`src/rtl/sqr_pkg.sv`:
```
// ============================================================================
// Square matrix rotator package
// Shared constants, codes and types of the square matrix rotator.
// ============================================================================
package sqr_pkg;

    // Default parameter values of the top level
    localparam int SIDE_MAX_DEF   = 16;
    localparam int DATA_WIDTH_DEF = 16;

    // Fixed field widths
    localparam int ELEM_W    = 16;
    localparam int KIND_W    = 2;
    localparam int SIZE_W    = 5;
    localparam int CFG_IDX_W = 2;

    // Configuration register indexes
    localparam logic [CFG_IDX_W-1:0] CFG_KIND = 2'd0;
    localparam logic [CFG_IDX_W-1:0] CFG_SIZE = 2'd1;

    // Transform kinds; the unused code behaves as the ring shift
    localparam logic [KIND_W-1:0] KIND_ROT90  = 2'd0;
    localparam logic [KIND_W-1:0] KIND_ROT180 = 2'd1;
    localparam logic [KIND_W-1:0] KIND_RING   = 2'd2;

    // Register reset values
    localparam logic [KIND_W-1:0] KIND_RESET = KIND_ROT90;
    localparam logic [SIZE_W-1:0] SIZE_RESET = 5'd16;

    // Item modes carried in tuser
    localparam logic MODE_LOAD  = 1'b0;
    localparam logic MODE_DRAIN = 1'b1;

    typedef enum logic {
        PH_LOAD,
        PH_DRAIN
    } phase_t;

    // Store access strobes from the controller
    typedef struct packed {
        logic wr_en;
        logic rd_en;
    } store_ctl_t;

endpackage

```
`src/rtl/square_matrix_rotator.sv`:
```
// ============================================================================
// Square matrix rotator
// Loads an N by N matrix row by row and drains it rotated 90 or 180 degrees
// clockwise, or with every ring shifted one place clockwise.
//
// Channel   Direction  Payload
// s_*       in         tuser: mode; tdata: value
// m_*       out        tdata: element; tlast: last
// cfg_*     in         cfg_index: register; cfg_data: register value
//
// A drained element shows on m_* the cycle after its request, read straight
// from the store's registered read port. A new item is taken whenever the output
// is empty or being taken, so loads and drains run at one item per cycle while
// the receiver keeps up; a result that waits on m_tready holds off every input
// item, loads included. Reset clears the counters and sets the registers to
// their reset values; the store keeps no reset and needs no clearing pass since
// every drained entry was loaded first.
// ============================================================================
module square_matrix_rotator #(
    parameter int SIDE_MAX   = sqr_pkg::SIDE_MAX_DEF,
    parameter int DATA_WIDTH = sqr_pkg::DATA_WIDTH_DEF
) (
    input  logic                                clk,
    input  logic                                rst_n,
    input  logic                                s_tvalid,
    output logic                                s_tready,
    input  logic signed [sqr_pkg::ELEM_W-1:0]   s_tdata,   // [15:0] value
    input  logic                                s_tuser,   // [0] mode
    output logic                                m_tvalid,
    input  logic                                m_tready,
    output logic signed [sqr_pkg::ELEM_W-1:0]   m_tdata,   // [15:0] element
    output logic                                m_tlast,
    input  logic                                cfg_valid,
    output logic                                cfg_ready,
    input  logic [sqr_pkg::CFG_IDX_W-1:0]       cfg_index,
    input  logic [sqr_pkg::SIZE_W-1:0]          cfg_data
);
    import sqr_pkg::*;

    localparam int DEPTH = SIDE_MAX * SIDE_MAX;
    localparam int CW    = (SIDE_MAX > 1) ? $clog2(SIDE_MAX) : 1;
    localparam int SW    = $clog2(SIDE_MAX + 1);
    localparam int AW    = (SIDE_MAX > 1) ? $clog2(DEPTH) : 1;
    localparam int LW    = $clog2(DEPTH + 1);
    localparam int EW    = DATA_WIDTH + ELEM_W;

    logic [KIND_W-1:0]     rotation_kind_reg;
    logic [SIZE_W-1:0]     matrix_size_reg;
    logic                  size_wr;
    logic [SW-1:0]         side;
    store_ctl_t            ctl;
    logic [AW-1:0]         wr_addr;
    logic [AW-1:0]         rd_addr;
    logic [CW-1:0]         row;
    logic [CW-1:0]         col;
    logic [DATA_WIDTH-1:0] rd_data;
    logic [EW-1:0]         value_zx;
    logic [EW-1:0]         elem_sx;

    assign cfg_ready = 1'b1;
    assign size_wr   = cfg_valid && (cfg_index == CFG_SIZE);

    always_ff @(posedge clk or negedge rst_n)
    begin
        if (!rst_n)
        begin
            rotation_kind_reg <= KIND_RESET;
            matrix_size_reg   <= SIZE_RESET;
        end
        else if (cfg_valid)
        begin
            if (cfg_index == CFG_KIND)
            begin
                rotation_kind_reg <= cfg_data[KIND_W-1:0];
            end
            else if (cfg_index == CFG_SIZE)
            begin
                matrix_size_reg <= cfg_data;
            end
        end
    end

    // A size of zero acts as one; sizes above the maximum are clipped.
    always_comb
    begin
        if (matrix_size_reg == '0)
        begin
            side = SW'(1);
        end
        else if (32'(matrix_size_reg) > SIDE_MAX)
        begin
            side = SW'(SIDE_MAX);
        end
        else
        begin
            side = SW'(matrix_size_reg);
        end
    end

    sqr_ctrl #(
        .CW (CW),
        .SW (SW),
        .AW (AW),
        .LW (LW)
    ) u_ctrl (
        .clk      (clk),
        .rst_n    (rst_n),
        .size_wr  (size_wr),
        .side     (side),
        .s_tvalid (s_tvalid),
        .mode     (s_tuser),
        .s_tready (s_tready),
        .m_tready (m_tready),
        .m_tvalid (m_tvalid),
        .m_tlast  (m_tlast),
        .ctl      (ctl),
        .wr_addr  (wr_addr),
        .row      (row),
        .col      (col)
    );

    sqr_addr_gen #(
        .CW (CW),
        .SW (SW),
        .AW (AW)
    ) u_addr_gen (
        .kind (rotation_kind_reg),
        .side (side),
        .row  (row),
        .col  (col),
        .addr (rd_addr)
    );

    // Loaded values keep their low bits; wider elements are zero-extended.
    assign value_zx = {{DATA_WIDTH{1'b0}}, s_tdata};

    sqr_store #(
        .DATA_WIDTH (DATA_WIDTH),
        .DEPTH      (DEPTH),
        .AW         (AW)
    ) u_store (
        .clk     (clk),
        .ctl     (ctl),
        .wr_addr (wr_addr),
        .wr_data (value_zx[DATA_WIDTH-1:0]),
        .rd_addr (rd_addr),
        .rd_data (rd_data)
    );

    assign elem_sx = {{ELEM_W{rd_data[DATA_WIDTH-1]}}, rd_data};
    assign m_tdata = elem_sx[ELEM_W-1:0];

endmodule

```
`src/rtl/sqr_store.sv`:
```
// ============================================================================
// Matrix store
// Single-port-write, single-port-read memory with a registered read port.
// ============================================================================
module sqr_store #(
    parameter int DATA_WIDTH = 16,
    parameter int DEPTH      = 256,
    parameter int AW         = 8
) (
    input  logic                   clk,
    input  sqr_pkg::store_ctl_t    ctl,
    input  logic [AW-1:0]          wr_addr,
    input  logic [DATA_WIDTH-1:0]  wr_data,
    input  logic [AW-1:0]          rd_addr,
    output logic [DATA_WIDTH-1:0]  rd_data
);
    import sqr_pkg::*;

    logic [DATA_WIDTH-1:0] mem [DEPTH];
    logic [DATA_WIDTH-1:0] rd_data_reg;

    always_ff @(posedge clk)
    begin
        if (ctl.wr_en)
        begin
            mem[wr_addr] <= wr_data;
        end
    end

    // Read data holds until the next read, so it doubles as the output register.
    always_ff @(posedge clk)
    begin
        if (ctl.rd_en)
        begin
            rd_data_reg <= mem[rd_addr];
        end
    end

    assign rd_data = rd_data_reg;

endmodule

```
`src/rtl/sqr_addr_gen.sv`:
```
// ============================================================================
// Source address generator
// Maps an output position to the store address of its source element.
// ============================================================================
module sqr_addr_gen #(
    parameter int CW = 4,
    parameter int SW = 5,
    parameter int AW = 8
) (
    input  logic [sqr_pkg::KIND_W-1:0] kind,
    input  logic [SW-1:0]              side,
    input  logic [CW-1:0]              row,
    input  logic [CW-1:0]              col,
    output logic [AW-1:0]              addr
);
    import sqr_pkg::*;

    localparam int PW = CW + SW;

    logic [CW-1:0] nm1;
    logic [CW-1:0] row_m;
    logic [CW-1:0] col_m;
    logic [CW-1:0] min_a;
    logic [CW-1:0] min_b;
    logic [CW-1:0] lo;
    logic [CW-1:0] hi;
    logic [CW-1:0] src_row;
    logic [CW-1:0] src_col;
    logic [PW-1:0] prod;
    logic [PW-1:0] sum;

    assign nm1   = CW'(side - SW'(1));
    assign row_m = nm1 - row;
    assign col_m = nm1 - col;
    assign min_a = (row < col) ? row : col;
    assign min_b = (row_m < col_m) ? row_m : col_m;
    assign lo    = (min_a < min_b) ? min_a : min_b;
    assign hi    = nm1 - lo;

    always_comb
    begin
        case (kind)
            KIND_ROT90:
            begin
                src_row = col_m;
                src_col = row;
            end
            KIND_ROT180:
            begin
                src_row = row_m;
                src_col = col_m;
            end
            default:
            begin
                // Ring shift: each element takes its counterclockwise neighbor.
                src_row = row;
                src_col = col;
                if (lo == hi)
                begin
                    src_row = row;
                end
                else if (row == lo && col > lo)
                begin
                    src_col = col - CW'(1);
                end
                else if (col == hi && row > lo)
                begin
                    src_row = row - CW'(1);
                end
                else if (row == hi && col < hi)
                begin
                    src_col = col + CW'(1);
                end
                else
                begin
                    src_row = row + CW'(1);
                end
            end
        endcase
    end

    assign prod = PW'(src_row) * PW'(side);
    assign sum  = prod + PW'(src_col);
    assign addr = sum[AW-1:0];

endmodule

```
`src/rtl/sqr_ctrl.sv`:
```
// ============================================================================
// Load and drain controller
// Tracks the load count and drain position and owns the output handshake.
// ============================================================================
module sqr_ctrl #(
    parameter int CW = 4,
    parameter int SW = 5,
    parameter int AW = 8,
    parameter int LW = 9
) (
    input  logic                  clk,
    input  logic                  rst_n,
    input  logic                  size_wr,
    input  logic [SW-1:0]         side,
    input  logic                  s_tvalid,
    input  logic                  mode,
    output logic                  s_tready,
    input  logic                  m_tready,
    output logic                  m_tvalid,
    output logic                  m_tlast,
    output sqr_pkg::store_ctl_t   ctl,
    output logic [AW-1:0]         wr_addr,
    output logic [CW-1:0]         row,
    output logic [CW-1:0]         col
);
    import sqr_pkg::*;

    phase_t        phase_reg, phase_next;
    logic [LW-1:0] load_count_reg, load_count_next;
    logic [CW-1:0] out_row_reg, out_row_next;
    logic [CW-1:0] out_col_reg, out_col_next;
    logic          out_valid_reg, out_valid_next;
    logic          out_last_reg, out_last_next;

    logic [LW-1:0] total;
    logic [CW-1:0] nm1;
    logic          load_full;
    logic          row_last;
    logic          col_last;
    logic          accept;
    logic          fin;

    assign total     = LW'(side) * LW'(side);
    assign nm1       = CW'(side - SW'(1));
    assign load_full = (load_count_reg >= total);
    assign row_last  = (out_row_reg == nm1);
    assign col_last  = (out_col_reg == nm1);
    assign s_tready  = !out_valid_reg || m_tready;
    assign accept    = s_tvalid && s_tready;

    always_ff @(posedge clk or negedge rst_n)
    begin
        if (!rst_n)
        begin
            phase_reg      <= PH_LOAD;
            load_count_reg <= '0;
            out_row_reg    <= '0;
            out_col_reg    <= '0;
            out_valid_reg  <= 1'b0;
            out_last_reg   <= 1'b0;
        end
        else
        begin
            phase_reg      <= phase_next;
            load_count_reg <= load_count_next;
            out_row_reg    <= out_row_next;
            out_col_reg    <= out_col_next;
            out_valid_reg  <= out_valid_next;
            out_last_reg   <= out_last_next;
        end
    end

    always_comb
    begin
        phase_next      = phase_reg;
        load_count_next = load_count_reg;
        out_row_next    = out_row_reg;
        out_col_next    = out_col_reg;
        ctl             = '0;
        fin             = 1'b0;

        if (size_wr)
        begin
            phase_next      = PH_LOAD;
            load_count_next = '0;
            out_row_next    = '0;
            out_col_next    = '0;
        end
        else if (accept)
        begin
            if (mode == MODE_LOAD)
            begin
                if (phase_reg == PH_LOAD && !load_full)
                begin
                    ctl.wr_en       = 1'b1;
                    load_count_next = load_count_reg + LW'(1);
                end
            end
            else if (load_full)
            begin
                // Position registers sit at zero during loading, so the first
                // drained item reads from the top left of the output.
                ctl.rd_en = 1'b1;
                fin       = row_last && col_last;
                if (fin)
                begin
                    phase_next      = PH_LOAD;
                    load_count_next = '0;
                    out_row_next    = '0;
                    out_col_next    = '0;
                end
                else
                begin
                    phase_next = PH_DRAIN;
                    if (col_last)
                    begin
                        out_col_next = '0;
                        out_row_next = out_row_reg + CW'(1);
                    end
                    else
                    begin
                        out_col_next = out_col_reg + CW'(1);
                    end
                end
            end
        end

        if (ctl.rd_en)
        begin
            out_valid_next = 1'b1;
            out_last_next  = fin;
        end
        else
        begin
            out_valid_next = out_valid_reg && !m_tready;
            out_last_next  = out_last_reg;
        end
    end

    assign wr_addr  = load_count_reg[AW-1:0];
    assign row      = out_row_reg;
    assign col      = out_col_reg;
    assign m_tvalid = out_valid_reg;
    assign m_tlast  = out_last_reg;

    a_count_bound: assert property (@(posedge clk) disable iff (!rst_n)
        load_count_reg <= total)
        else $error("load count passed the matrix size");

    a_drain_full: assert property (@(posedge clk) disable iff (!rst_n)
        (phase_reg == PH_DRAIN) |-> load_full)
        else $error("draining without a complete matrix");

    a_fin_return: assert property (@(posedge clk) disable iff (!rst_n)
        (ctl.rd_en && fin) |=> (phase_reg == PH_LOAD && load_count_reg == '0
                                && out_last_reg && out_valid_reg))
        else $error("final item did not return to loading");

endmodule
```
`config.mk`:
```
export PLATFORM = sky130hd
export DESIGN_NAME = square_matrix_rotator
export DESIGN_NICKNAME = d
export VERILOG_FILES = /design/src/rtl/sqr_pkg.sv /design/src/rtl/square_matrix_rotator.sv /design/src/rtl/sqr_store.sv /design/src/rtl/sqr_addr_gen.sv /design/src/rtl/sqr_ctrl.sv
export SDC_FILE = /design/constraint.sdc
export NUM_CORES = 2
export LEC_CHECK = 0
export BUFFER_PORTS_ARGS = -buffer_cell sky130_fd_sc_hd__buf_2
export CAP_MARGIN = 20
export CORE_ASPECT_RATIO = 1.4
export CORE_MARGIN = 3
export CORE_UTILIZATION = 55
export DETAILED_ROUTE_END_ITERATION = 8
export PLACE_DENSITY_LB_ADDON = 0.25
export RECOVER_POWER = 50
export SYNTH_ARGS = -nofsm -noshare
export SYNTH_HDL_FRONTEND = slang
export SYNTH_SLANG_ARGS = --single-unit
```
`constraint.sdc`:
```
create_clock -name clk -period 12.06 [get_ports clk]
set_clock_uncertainty 0.05 [all_clocks]
set_input_delay 2.412 -clock clk [delete_from_list [all_inputs] [get_ports clk]]
set_output_delay 2.412 -clock clk [all_outputs]
set_load 0.005 [all_outputs]
```
==> results.tsv <==
stage	metric	value	unit
status	status	finished with violations	
status	violations	max-capacitance violations, max-slew violations	
yosys	muxShareOfSynthArea	19.25	%
flow_run	maxCapViolations	46	
finish	fin_nets	7487	
sta	worst_pin_slew	7049	ps
floorplanning	start_util	55.49	%
yosys	async_flop_share	0.6523	%
sta	drv_slew	4124	
detailed_routing	first_pass_iters	5	
detailed_routing	routed_wl	441200	microns
worst_setup_path	crit_arrival	12350	ps
cts	cts_buffers	379	
sta	setup_viol	0	
yosys	yosys-top-cells-count	4,112 x edfxtp_1, 1,344 x mux4_2, 302 x nor2_1	
worst_setup_path	max_stage_delay	570	ps
placement	dpl_cell_area	0.1703	sq mm
yosys	ys_seq_area_share	76.81	%
global_routing	antenna_found_initial	33	
worst_setup_path	cp.required	12630	ps
worst_setup_path	worstSetupPathType	reg -> reg	
finish	syn_to_final_growth	13.38	%
global_routing	grt_max_degree	145	
floorplanning	num_rows	234	
worst_setup_path	endpoint_kind	register	
yosys	synth-simple-area-share	1.225	%
yosys	synth.distinct_cells	75	
hold_path	min_path_type	reg -> reg	
cts	path_clk_slew	60	ps
global_routing	gr-total-overflow	0	
yosys	synth_top_cell_by_area	edfxtp_1	
detailed_routing	post-route-drc-count	0	
sta	period_needed	11780	ps
worst_setup_path	startpoint_type	register	
floorplanning	dieArea	0.3005	sq mm
sta	max_slew_margin	-370.0	%
placement	placed_cells	10810	
sta	finalCritPeriodShare	97.68	%
sta	hold_viol	0	
detailed_routing	drtIter0Drc	11160	
placement	io_buffers	47	
floorplanning	ios	49	
yosys	avgSynthCellArea	23.97	sq um
placement	place_congestion	0.9525	
yosys	synth_area_leaders	edfxtp_1 76%, mux4_2 19%, nor2_1 0.70%	
global_routing	track_usage	29.52	%
cts	cts_sinks	4139	
yosys	yosys_warnings	0	
detailed_routing	wire_per_inst	38.08	microns
floorplanning	die_w	464.2	microns
finish	post-route-cell-area	0.1833	sq mm
finish	stdcell_count	11580	
yosys	ys_ff_latch	4139	
yosys	synth.top_cell.area_share	76.39	%
yosys	synth-compound-area-share	0.7617	%
finish	drive_gt1_share	33.61	%
cts	htree_num_levels	5	
floorplanning	core	0.2913	sq mm
cts	insertion_delay	890	ps
yosys	synth_top_family_by_area	multiplexers	
detailed_routing	viasPerCell	6.754	
cts	cts_tree	built	
yosys	synth-adder-area-share	0.7415	%
global_routing	grt_pass1_vias	77020	
cts	ctsHoldBuffers	0	
sta	whs	469.2	ps
finish	utilization	62.91	%
finish	largest_reg_flops	4096	
yosys	synthCells	6743	
worst_setup_path	cp_max_fo	7	
sta	max_freq	84.88	MHz
worst_setup_path	critPathSlowestCell	mux4_2	
yosys	netlist_area	0.1616	sq mm
global_routing	grt_pass1_wl	618900	microns
placement	dp_hpwl	283000	microns
yosys	yosys.cell_count.top_type	edfxtp_1	
floorplanning	die_height	647.5	microns
cts	clockRootBuffer	clkbuf_16	
yosys	synth_edf_count	4112	
cts	clk_path_buf_depth	4	
yosys	synth-xor-area-share	0.2005	%
detailed_routing	vias	78240	
worst_setup_path	reg2reg_slack	280	ps
detailed_routing	antenna_left	0	
yosys	synth_ff_type	edfxtp_1	
placed cells by master, fill, tap and decap left out, types with 8 or more instances in the layout:
master and instances:
buf_6 10, nand3_1 23, dfrtp_1 26, a211oi_1 9, nand2_1 55, a21o_1 31, o41ai_2 15, buf_16 15
nor2b_1 11, ha_1 67, clkinv_1 74, clkbuf_16 389, clkbuf_1 122, nor2_2 37, buf_2 12, inv_6 12
buf_4 436, nand2_2 13, a221oi_2 11, clkinvlp_4 17, edfxtp_1 4112, nand2b_1 10, o21ai_0 17, bufinv_16 37
fa_1 11, mux4_2 1344, diode_2 26, nor2_1 265, clkinv_2 79, buf_12 57, mux2i_1 67, nor3_1 8
xnor2_1 22, a21oi_1 24, inv_1 58
what timing repair did:
item | CTS | global route
gates cloned | 0 | 5
buffers inserted | 0 | 61
gates resized for setup | 6 | 85
pin swaps | 0 | 37
endpoints found under the setup margin | 5 | 16
per-layer routing:
metal	wire (microns)	part of all wire, %	vias up	track usage [%]
met5	81	0.018	-	0
met4	27950	6.3	12	15.06
met3	45650	10	977	5.809
met2	215800	49	5210	47.12
met1	151700	34	41780	39.34
li1	-	-	30260	-
cell families (layout without fill, tap and decap cells):
family | count (synthesis) | in the layout
flip-flops | 4139 | 4139
multiplexers | 1424 | 1424
adder cells (fa/ha/maj) | 88 | 88
buffers and inverters | 425 | 1344
AND/OR/NAND/NOR | 467 | 467
AO/OA/AOI/OAI | 161 | 161
other | 2 | 30
XOR/XNOR | 37 | 37
layout make-up:
| class | instances | area (sq um) |
|---|---|---|
| clock inverter | 229 | 2201 |
| sequential | 4139 | 124200 |
| tap | 3894 | 4872 |
| multi-input combinational | 2181 | 36430 |
| inverter | 62 | 237.7 |
| timing repair buffer | 607 | 5470 |
| fill | 18790 | 108000 |
| clock buffer | 446 | 9842 |
| antenna | 26 | 65.06 |
metrics by stage:
step           setup WS, ps  TNS [ps]
2_1_floorplan         89.95         0
3_3_place_gp          29.48         0
3_5_place_dp          15.70         0
4_1_cts               14.23         0
5_1_grt              -171.8     -2157
6_report              279.3         0
final timing paths:
kind / endpoint / from / depth (start not counted)
max in group asynchronous: u_ctrl.row[3]$_DFFE_PN0P_ / rst_n / 1
min in group asynchronous: u_ctrl.load_count_reg[5]$_DFFE_PN0P_ / rst_n / 1
max: u_store.rd_data[13]$_DFFE_PP_ / matrix_size_reg[3]$_DFFE_PN0P_ / 53
min: u_ctrl.m_tlast$_DFFE_PN0P_ / u_ctrl.m_tlast$_DFFE_PN0P_ / 1
max reg2reg: u_store.rd_data[13]$_DFFE_PP_ / matrix_size_reg[3]$_DFFE_PN0P_ / 53
min reg2reg: u_ctrl.m_tlast$_DFFE_PN0P_ / u_ctrl.m_tlast$_DFFE_PN0P_ / 1
critical path, delay by kind of cell (launching register included):
kind	cells	cell delay, ps
fa+ha+maj	10	3410
compound gates	12	2360
xor+xnor	4	620
mux	6	1820
flops	1	380
simple gates	12	1700
buf+inv	9	1180
Power is not shown: default switching activity piles up to over one toggle a cycle in this logic, so the estimate is an artifact.
